$ cat config.mk
export PLATFORM = sky130hd
export DESIGN_NAME = texel_to_unorm8_converter
export DESIGN_NICKNAME = d
export VERILOG_FILES = /design/src/hdl/tu8c_pkg.sv /design/src/hdl/texel_to_unorm8_converter.sv /design/src/hdl/tu8c_channel.sv /design/src/hdl/tu8c_pipe_reg.sv
export SDC_FILE = /design/constraint.sdc
export NUM_CORES = 2
export LEC_CHECK = 0
export BUFFER_PORTS_ARGS = -buffer_cell sky130_fd_sc_hd__buf_2
export CAP_MARGIN = 15
export CORE_AREA = 5 5 336 338
export DETAILED_ROUTE_END_ITERATION = 10
export DIE_AREA = 0 0 341 343
export PLACE_DENSITY = 0.76
export SYNTH_ARGS = -nofsm -noshare
export SYNTH_HDL_FRONTEND = slang
export SYNTH_SLANG_ARGS = --single-unit
$ cat constraint.sdc
create_clock -name clk -period 12.4 [get_ports clk]
set_clock_uncertainty 0.1 [all_clocks]
set_input_delay 3.72 -clock clk [delete_from_list [all_inputs] [get_ports clk]]
set_output_delay 3.72 -clock clk [all_outputs]
set_load 0.02 [all_outputs]
$ cat src/hdl/tu8c_pkg.sv
package tu8c_pkg;

	localparam int WORD_W       = 32;
	localparam int BYTE_W       = 8;
	localparam int MAX_CHANNELS = 4;
	localparam int CHANNELS     = 4;
	localparam int FMT_W        = 3;

	typedef enum logic [FMT_W-1:0] {
		FMT_BYTE  = 3'd0,
		FMT_UNORM = 3'd1,
		FMT_SNORM = 3'd2,
		FMT_HALF  = 3'd3,
		FMT_OTHER = 3'd4,
		FMT_FLOAT = 3'd5
	} fmt_t;

	// ceil(2^26 / 514): exact floor for numerators below 2^18
	localparam logic [16:0] UNORM_RECIP = 17'd130562;
	localparam int          UNORM_SHIFT = 26;
	// ceil(2^40 / 65534): exact floor for numerators below 2^24
	localparam logic [24:0] SNORM_RECIP = 25'd16777729;
	localparam int          SNORM_SHIFT = 40;

	// Round a shifted value: (y + 1) >> 1, clamped to one byte
	function automatic logic [BYTE_W-1:0] round_clamp(input logic [9:0] y);
		logic [10:0] r;
		r = ({1'b0, y} + 11'd1) >> 1;
		round_clamp = (r > 11'd255) ? 8'hFF : r[BYTE_W-1:0];
	endfunction

endpackage

$ cat src/hdl/texel_to_unorm8_converter.sv
// Pixel format converter: four raw channel words in, four unorm8 bytes out.
// Input stream s_*: one request per pixel, s_tdata carries red, green, blue
// and alpha words of 32 bits each. Output stream m_*: one request per pixel,
// m_tdata carries the four converted bytes in the same order.
// cfg_wen/cfg_wdata load the source format register (byte copy, unorm16,
// snorm16, half float, other 16-bit, float32); write it only while idle.
// Each pixel passes an input register, then one pass through the channel
// converters (one small constant multiplier or shifter each) into the
// output register. Throughput is one pixel per cycle while m_tready stays high.
// Channels at or above CHANNELS are driven to zero.
// Reset clears both valid flags and sets the format to byte copy.
// When m_tready is low the output register holds its pixel and the input
// register keeps accepting until it is full; s_tready then drops in the
// same cycle and recovers as soon as the output request is taken.
module texel_to_unorm8_converter #(
	parameter int CHANNELS = tu8c_pkg::CHANNELS
) (
	input  logic                                                 clk,
	input  logic                                                 arst_n,
	input  logic                                                 s_tvalid,
	output logic                                                 s_tready,
	// red_word, green_word, blue_word, alpha_word
	input  logic [tu8c_pkg::MAX_CHANNELS*tu8c_pkg::WORD_W-1:0]   s_tdata,
	output logic                                                 m_tvalid,
	input  logic                                                 m_tready,
	// red_byte, green_byte, blue_byte, alpha_byte
	output logic [tu8c_pkg::MAX_CHANNELS*tu8c_pkg::BYTE_W-1:0]   m_tdata,
	input  logic                                                 cfg_wen,
	input  logic [tu8c_pkg::FMT_W-1:0]                           cfg_wdata
);

	localparam int IN_W  = tu8c_pkg::MAX_CHANNELS * tu8c_pkg::WORD_W;
	localparam int OUT_W = tu8c_pkg::MAX_CHANNELS * tu8c_pkg::BYTE_W;

	logic [tu8c_pkg::FMT_W-1:0] fmt_q;
	logic                       valid_s1;
	logic                       ready_s1;
	logic [IN_W-1:0]            data_s1;
	logic [OUT_W-1:0]           conv_s1;

	always_ff @(posedge clk or negedge arst_n) begin
		if (!arst_n) begin
			fmt_q <= tu8c_pkg::FMT_BYTE;
		end else if (cfg_wen) begin
			fmt_q <= cfg_wdata;
		end
	end

	tu8c_pipe_reg #(
		.WIDTH (IN_W)
	) u_in_reg (
		.clk       (clk),
		.arst_n    (arst_n),
		.in_valid  (s_tvalid),
		.in_ready  (s_tready),
		.in_data   (s_tdata),
		.out_valid (valid_s1),
		.out_ready (ready_s1),
		.out_data  (data_s1)
	);

	for (genvar c = 0; c < tu8c_pkg::MAX_CHANNELS; c++) begin : g_chan
		if (c < CHANNELS) begin : g_used
			tu8c_channel u_channel (
				.fmt    (fmt_q),
				.word   (data_s1[c*tu8c_pkg::WORD_W +: tu8c_pkg::WORD_W]),
				.result (conv_s1[c*tu8c_pkg::BYTE_W +: tu8c_pkg::BYTE_W])
			);
		end else begin : g_unused
			assign conv_s1[c*tu8c_pkg::BYTE_W +: tu8c_pkg::BYTE_W] = '0;
		end
	end

	tu8c_pipe_reg #(
		.WIDTH (OUT_W)
	) u_out_reg (
		.clk       (clk),
		.arst_n    (arst_n),
		.in_valid  (valid_s1),
		.in_ready  (ready_s1),
		.in_data   (conv_s1),
		.out_valid (m_tvalid),
		.out_ready (m_tready),
		.out_data  (m_tdata)
	);

endmodule

$ cat src/hdl/tu8c_channel.sv
module tu8c_channel (
	input  logic [tu8c_pkg::FMT_W-1:0]  fmt,
	input  logic [tu8c_pkg::WORD_W-1:0] word,
	output logic [tu8c_pkg::BYTE_W-1:0] result
);

	logic [15:0] v16;

	// unorm16: floor((2v + 257) / 514)
	logic [17:0] n_u;
	logic [34:0] prod_u;
	logic [7:0]  q_u;

	// snorm16: floor((255t + 32767) / 65534)
	logic [15:0] t_s;
	logic [24:0] n_s;
	logic [49:0] prod_s;
	logic [7:0]  q_s;

	// half float
	logic        h_sign;
	logic [4:0]  h_ex;
	logic [9:0]  h_man;
	logic [10:0] h_mag;
	logic [18:0] h_x;
	logic [4:0]  h_sa;
	logic [18:0] h_y;
	logic [7:0]  q_h;

	// single float
	logic        f_sign;
	logic [7:0]  f_ex;
	logic [22:0] f_man;
	logic [23:0] f_mag;
	logic [31:0] f_x;
	logic [7:0]  f_sa_full;
	logic [5:0]  f_sa;
	logic [31:0] f_y;
	logic [7:0]  q_f;

	assign v16 = word[15:0];

	assign n_u    = {1'b0, v16, 1'b0} + 18'd257;
	assign prod_u = {17'd0, n_u} * {18'd0, tu8c_pkg::UNORM_RECIP};
	assign q_u    = prod_u[tu8c_pkg::UNORM_SHIFT +: 8];

	always_comb begin
		if (v16 == 16'h8000) begin
			t_s = 16'd0;
		end else if (v16[15]) begin
			t_s = v16 - 16'h8001;
		end else begin
			t_s = v16 + 16'd32767;
		end
	end

	assign n_s    = {1'b0, t_s, 8'd0} - {9'd0, t_s} + 25'd32767;
	assign prod_s = {25'd0, n_s} * {25'd0, tu8c_pkg::SNORM_RECIP};
	assign q_s    = prod_s[tu8c_pkg::SNORM_SHIFT +: 8];

	assign h_sign = v16[15];
	assign h_ex   = v16[14:10];
	assign h_man  = v16[9:0];
	assign h_mag  = {(h_ex != 5'd0), h_man};
	assign h_x    = {h_mag, 8'd0} - {8'd0, h_mag};
	// shift by one less than the scale exponent, round on the last bit
	assign h_sa   = (h_ex == 5'd0) ? 5'd23 : (5'd24 - h_ex);
	assign h_y    = h_x >> h_sa;

	always_comb begin
		if (h_ex == 5'h1F) begin
			q_h = (h_man != 10'd0 || h_sign) ? 8'h00 : 8'hFF;
		end else if (h_sign) begin
			q_h = 8'h00;
		end else if (h_ex >= 5'd15) begin
			q_h = 8'hFF;
		end else begin
			q_h = tu8c_pkg::round_clamp(h_y[9:0]);
		end
	end

	assign f_sign    = word[31];
	assign f_ex      = word[30:23];
	assign f_man     = word[22:0];
	assign f_mag     = {(f_ex != 8'd0), f_man};
	assign f_x       = {f_mag, 8'd0} - {8'd0, f_mag};
	assign f_sa_full = 8'd149 - f_ex;
	assign f_sa      = f_sa_full[5:0];
	assign f_y       = f_x >> f_sa;

	always_comb begin
		if (f_ex == 8'hFF) begin
			q_f = (f_man != 23'd0 || f_sign) ? 8'h00 : 8'hFF;
		end else if (f_sign) begin
			q_f = 8'h00;
		end else if (f_ex >= 8'd127) begin
			q_f = 8'hFF;
		end else if (f_ex < 8'd117) begin
			// below 2^-10 the scaled value rounds to zero
			q_f = 8'h00;
		end else begin
			q_f = tu8c_pkg::round_clamp(f_y[9:0]);
		end
	end

	always_comb begin
		case (fmt)
			tu8c_pkg::FMT_BYTE:  result = word[7:0];
			tu8c_pkg::FMT_UNORM: result = q_u;
			tu8c_pkg::FMT_SNORM: result = q_s;
			tu8c_pkg::FMT_HALF:  result = q_h;
			tu8c_pkg::FMT_OTHER: result = 8'h00;
			tu8c_pkg::FMT_FLOAT: result = q_f;
			default:             result = 8'h00;
		endcase
	end

endmodule

$ cat src/hdl/tu8c_pipe_reg.sv
module tu8c_pipe_reg #(
	parameter int WIDTH = 32
) (
	input  logic             clk,
	input  logic             arst_n,
	input  logic             in_valid,
	output logic             in_ready,
	input  logic [WIDTH-1:0] in_data,
	output logic             out_valid,
	input  logic             out_ready,
	output logic [WIDTH-1:0] out_data
);

	logic             valid_q;
	logic [WIDTH-1:0] data_q;

	// take a new request when empty or whenever the held one leaves in the same cycle
	assign in_ready  = !valid_q || out_ready;
	assign out_valid = valid_q;
	assign out_data  = data_q;

	always_ff @(posedge clk or negedge arst_n) begin
		if (!arst_n) begin
			valid_q <= 1'b0;
		end else if (in_ready) begin
			valid_q <= in_valid;
		end
	end

	always_ff @(posedge clk) begin
		if (in_ready && in_valid) begin
			data_q <= in_data;
		end
	end

endmodule
# After elaboration in Yosys (flattened, before gate mapping)
# Cells that the tools add are included.
dict set report word_totals {
  register_bits 165
  out_inout_bits 34
}
dict set report classes {
  addsub 44
  mul 8
  magnitude_cmp 20
  eq_ne 16
  shifts 8
  muxes 60
  reduce_logical 35
}
# operator n
set ops {}
lappend ops {{$mux W8} 44}
lappend ops {{$mul A25 B25 Y48 const B} 4}
lappend ops {{$pmux W8 S5} 4}
lappend ops {{$mul A18 B16 Y33 const B} 4}
lappend ops {{$mux W16} 8}
lappend ops {{$shr A32 B6 Y10} 4}
lappend ops {{$sub A32 B24 Y32} 4}
lappend ops {{$add A25 B15 Y25 const B} 4}
lappend ops {{$sub A24 B16 Y25} 4}
lappend ops {{$reduce_bool A23 Y1} 4}
lappend ops {{$add A10 B1 Y11 const B} 8}
lappend ops {{$gt A10 B8 Y1 const B} 8}
lappend ops {{$shr A19 B5 Y10} 4}
lappend ops {{$sub A19 B11 Y19} 4}
lappend ops {{$add A17 B9 Y18 const B} 4}
lappend ops {{$add A16 B15 Y16 const B} 4}
lappend ops {{$eq A16 B16 Y1 const B} 4}
lappend ops {{$sub A16 B16 Y16 const B} 4}
lappend ops {{$reduce_bool A10 Y1} 4}
lappend ops {{$eq A8 B8 Y1 const B} 4}
lappend ops {{$ge A8 B7 Y1 const B} 4}
lappend ops {{$lt A8 B7 Y1 const B} 4}
lappend ops {{$reduce_bool A8 Y1} 4}
lappend ops {{$sub A5 B6 Y6 const A} 4}
lappend ops {{13 further kinds} 43}

# Longest topological paths before layout
dict set report depth {
  depth_word 11
  depth_mapped 42
  depth_no_buf 39
}

# Hierarchy
# From an unflattened synthesis, not the netlist that was laid out.
dict set report unflattened {
  hier_cells 6761
  area_unflattened_um2 55838.6
}
# mod n_inst cells_each area_each_um2 seq_area_each_um2
set by_module_without_submodules {}
lappend by_module_without_submodules {{tu8c_channel (g_chan[1].g_used.u_channel)} 1 1681 12977.4 0.0}
lappend by_module_without_submodules {{tu8c_channel (g_chan[0].g_used.u_channel)} 1 1694 12973.7 0.0}
lappend by_module_without_submodules {{tu8c_channel (g_chan[2].g_used.u_channel)} 1 1670 12743.5 0.0}
lappend by_module_without_submodules {{tu8c_channel (g_chan[3].g_used.u_channel)} 1 1542 12122.9 0.0}
lappend by_module_without_submodules {{tu8c_pipe_reg (u_in_reg)} 1 132 3897.5 3868.7}
lappend by_module_without_submodules {{tu8c_pipe_reg (u_out_reg)} 1 36 1014.7 985.9}
lappend by_module_without_submodules {texel_to_unorm8_converter 1 6 108.9 75.1}

# Worst setup path before layout
# OpenSTA, ideal clock, no wires.
dict set report synth_timing {
  path_kind {reg-to-reg}
  startpoint {register u_in_reg.data_q[10] (netlist: u_in_reg.out_data[10])}
  endpoint {register u_out_reg.data_q[7] (netlist: u_out_reg.out_data[7]) (data pin)}
  setup_time_ps 273
  arrival_ps 8489
  required_ps 12027
  slack_ps 3539
  stages_incl_launch_ff 41
  path_buffers 3
  synth_period_minus_slack_ps 8861
  cell_sequence {edfxtp_1 -> clkbuf_1 -> clkinv_1 -> ha_1 -> or4b_2 -> buf_2 -> clkinv_1 -> nand3_1 -> nor2_1 -> clkbuf_1 -> or2_2 -> ha_1 -> ha_1 -> inv_1 -> fa_1 -> nor2b_1 -> o21ai_0 -> a21boi_0 -> [5 not listed] -> inv_1 -> ha_1 -> ha_1 -> ha_1 -> ha_1 -> and3_1 -> nand4_1 -> nor2_1 -> nand2_1 -> o311ai_0 -> a21oi_1 -> nor3b_1 -> nand3_1 -> nor3b_1 -> nand3_1 -> xnor2_1 -> a22oi_1 -> o2111ai_1}
}
dict set report synth_between {
  elab_chain_len 10
  word_cells_on_any_way 37
  cone_classes {add/sub: 10; mul: 2; order compare: 3; eq/ne: 2; shift: 2; mux: 14; reduce/logical: 4}
}
# element line_no
set synth_rtl {}
lappend synth_rtl {{start, declared} tu8c_pipe_reg.sv:15} ;# logic [WIDTH-1:0] data_q;
lappend synth_rtl {{start signal, assigned} tu8c_pipe_reg.sv:32} ;# data_q <= in_data;
lappend synth_rtl {{branches (longest 9 deep; another with $mul A25 B25 Y48)} --}
lappend synth_rtl {{$pmux W8 S5 (*)} tu8c_channel.sv:107} ;# case (fmt)
lappend synth_rtl {{net conv_s1[7]} texel_to_unorm8_converter.sv:39} ;# logic [OUT_W-1:0] conv_s1;
lappend synth_rtl {{end signal, assigned} tu8c_pipe_reg.sv:32}
lappend synth_rtl {{end, declared} tu8c_pipe_reg.sv:15}
# Mark *: on every way through the listed nets, which the timed path passes.
# A chain may end at the register's enable or synchronous reset.

# Worst setup path in the final report
# Same ends and word-level chain as after synthesis.

==> results.ini <==
[die]
num_io_pins = 170
rows = 122
dieHeight_microns = 343
die-area_sq_mm = 0.117
die_w_microns = 341
initial_core_util = 0.493
core_area_sq_mm = 0.110

[placement]
port-buffer-count = 169
dp_cells = 7964
place_area_sq_mm = 0.0563
place.gp.congestion = 1.02
hpwl_microns = 151000

[critical_path]
regToRegStartpoint = u_in_reg.out_data[10]$_DFFE_PP_
crit_type = flop to flop
rrSetupSlack_ns = 1.81
crit_path_top_delay_cell = o311ai_0
crit_buf_inv = 4
crit_arrival_ns = 10.78
end_kind = flop
crit_required_ns = 12.59
slowest_delay_ns = 1.01
r2r_cells = 37
cp_common_cell = ha_1
cp_max_fo = 19
cp-start-kind = flop
cpLargestDelayFamily = simple AND/OR/NAND/NOR gates
r2r_end = u_out_reg.out_data[7]$_DFFE_PP_

[power]
leakage_uw = 0.0255
ir_drop_v = 0.000285
power.density_mw_per_mm2 = 183
power_uw = 10400

[finish]
synthToLayoutAreaGrowth_pct = 4.97
final_area_sq_mm = 0.0569
num-fill-cells = 10300
drive_above_1_share = 0.0732
instances_no_fill = 8000
nets = 7955

[drt]
drtIter0Drc = 5694
vias = 53000
post_drt_via_cell_ratio = 6.62
dr.pass1.iters = 9
drcViolationCount = 0
wire_per_inst_microns = 23.3
finalWirelength_microns = 186000
drtAntennaViolNets = 0

[clocking]
tritoncts = done
path_clk_slew_ns = 0.09
htreeDepth = 4
cts_num_sinks = 165
cts_resized = 0
ctsHoldBuffers = 0
cts_buffers = 17
insertion_delay_ns = 0.57
root_buffer = clkbuf_16
clock_path_buffers = 2
post_cts_buffers = 0

[global_routing]
grt_pass1_wl_microns = 291000
antenna_found_initial = 5
grt_pass1_vias = 51200
grt_max_degree = 69
gr-total-overflow = 0
grt.total_usage = 0.310

[min_path]
hold_path_class = flop to flop
worst_hold_path.endpoint = u_out_reg.out_valid$_DFFE_PN0P_
hp-start = u_in_reg.out_valid$_DFFE_PN0N_
hold_depth = 1

[timing]
relSlewSlack = 0.171
tightestPinTransition_ns = 1.23
rsz0062_at_grt = false
setup-tns-final_ns = 0
setup_viol = 0
max_clock_freq_mhz = 94.4
hold_viol = 0
maxSlewViolCount = 0
period_share = 0.854
period_needed_ns = 10.59
timing.hold.ws_ns = 0.421

[yosys]
yosysWarnings = 0
seq_area_frac_synth = 0.0910
ys.flop_type = edfxtp_1
synthTopCellsByCount = ha_1, inv_1, nand2_1, nor2_1, a21oi_1
yosysTopAreaCell = ha_1
synth_top_cell_area_share = 0.215
async_reset_ff_frac = 0.0303
yosys-top-cells-area = ha_1, fa_1, edfxtp_1
synth_edf_count = 160
ys_ff_latch = 165
post-synth-top-count-cell = ha_1
syn_avg_cell_area_sq_um = 8.23
synthesis.area_sq_mm = 0.0542
synth_nets = 7980
postSynthCellCount = 6583
synth.distinct_cells = 105

[outcome]
status = completed

[flow_run]
drv_cap = 0

## cell type report
class	instances	area (sq um)	area share
clock buffer	17	425	0.00748
antenna	3	7.51	0.000132
clock inverter	15	155	0.00273
timing repair buffer	250	1450	0.0256
multi-input combinational	5472	45600	0.803
inverter	652	2450	0.0430
tap	1426	1780	0.0314
sequential	165	4930	0.0867
## worst register-to-register path: cells and delay by family (launching register included)
kind / cells / cell delay [ns]
adders and majority gates: 8 / 2.33
xor gates and xnor gates: 1 / 0.17
buffers and inverters: 4 / 0.75
AOI/OAI and AO/OA: 12 / 3.23
DFF: 1 / 0.36
and+or+nand+nor: 12 / 3.41
## cells by family after synthesis
| group | count (synthesis) | share of synthesized area |
|---|---|---|
| mux | 176 | 0.0396 |
| flops | 165 | 0.0910 |
| xor+xnor | 374 | 0.0605 |
| simple gates | 1915 | 0.181 |
| fa+ha+maj | 1261 | 0.337 |
| compound gates | 1746 | 0.225 |
| buf+inv | 946 | 0.0666 |
## worst max-delay path by stage
stage | startpoint | endpoint | slack [ns] | cells after the start
after CTS | u_in_reg.out_data[10]$_DFFE_PP_ | u_out_reg.out_data[7]$_DFFE_PP_ | 1.96 | 37
after detailed placement | u_in_reg.out_data[10]$_DFFE_PP_ | u_out_reg.out_data[7]$_DFFE_PP_ | 2.04 | 37
after global routing | u_in_reg.out_data[10]$_DFFE_PP_ | u_out_reg.out_data[7]$_DFFE_PP_ | 0.91 | 37
final | u_in_reg.out_data[10]$_DFFE_PP_ | u_out_reg.out_data[7]$_DFFE_PP_ | 1.81 | 37
after global placement | u_in_reg.out_data[10]$_DFFE_PP_ | u_out_reg.out_data[7]$_DFFE_PP_ | 2.19 | 37
after floorplan | u_in_reg.out_data[10]$_DFFE_PP_ | u_out_reg.out_data[7]$_DFFE_PP_ | 3.54 | 40
## layer usage
metal,GRT usage,part of all wire,up-vias
met5,0,0.00025,-
met4,0.120,0.043,6
met3,0.0555,0.088,493
met2,0.500,0.45,2623
met1,0.414,0.42,25400
li1,-,-,24400
## cells in the final DEF (no fill, tap or decap), drive strengths merged, types with 98 or more instances in the layout
| cell | n |
|---|---|
| a211oi | 107 |
| a21o | 98 |
| a21oi | 338 |
| buf | 249 |
| edfxtp | 160 |
| fa | 329 |
| ha | 932 |
| inv | 651 |
| mux2i | 111 |
| nand2 | 446 |
| nand3 | 196 |
| nand4 | 103 |
| nor2 | 406 |
| nor3 | 204 |
| o211ai | 110 |
| o21ai | 295 |
| xnor2 | 288 |
## where the power goes
group,leakage [uW],switching (uW),internal [uW]
clock,0.000276,331,268
sequential,0.00160,119,713
combinational,0.0236,5190,3760
## state kept, by name, indices dropped and copies added (netlist names)
signal / cells
u_out_reg.out_data: 32
u_in_reg.out_data: 128
u_in_reg.out_valid: 1
fmt_q: 3
u_out_reg.out_valid: 1
## metrics by stage
step,utilization,worst slack (ns)
floorplan,-,3.54
global placement,0.513,2.19
detailed placement,0.513,2.04
CTS,0.518,1.96
global route,0.518,0.914
finish,0.518,1.81
Power figures use the tool's default switching activity.
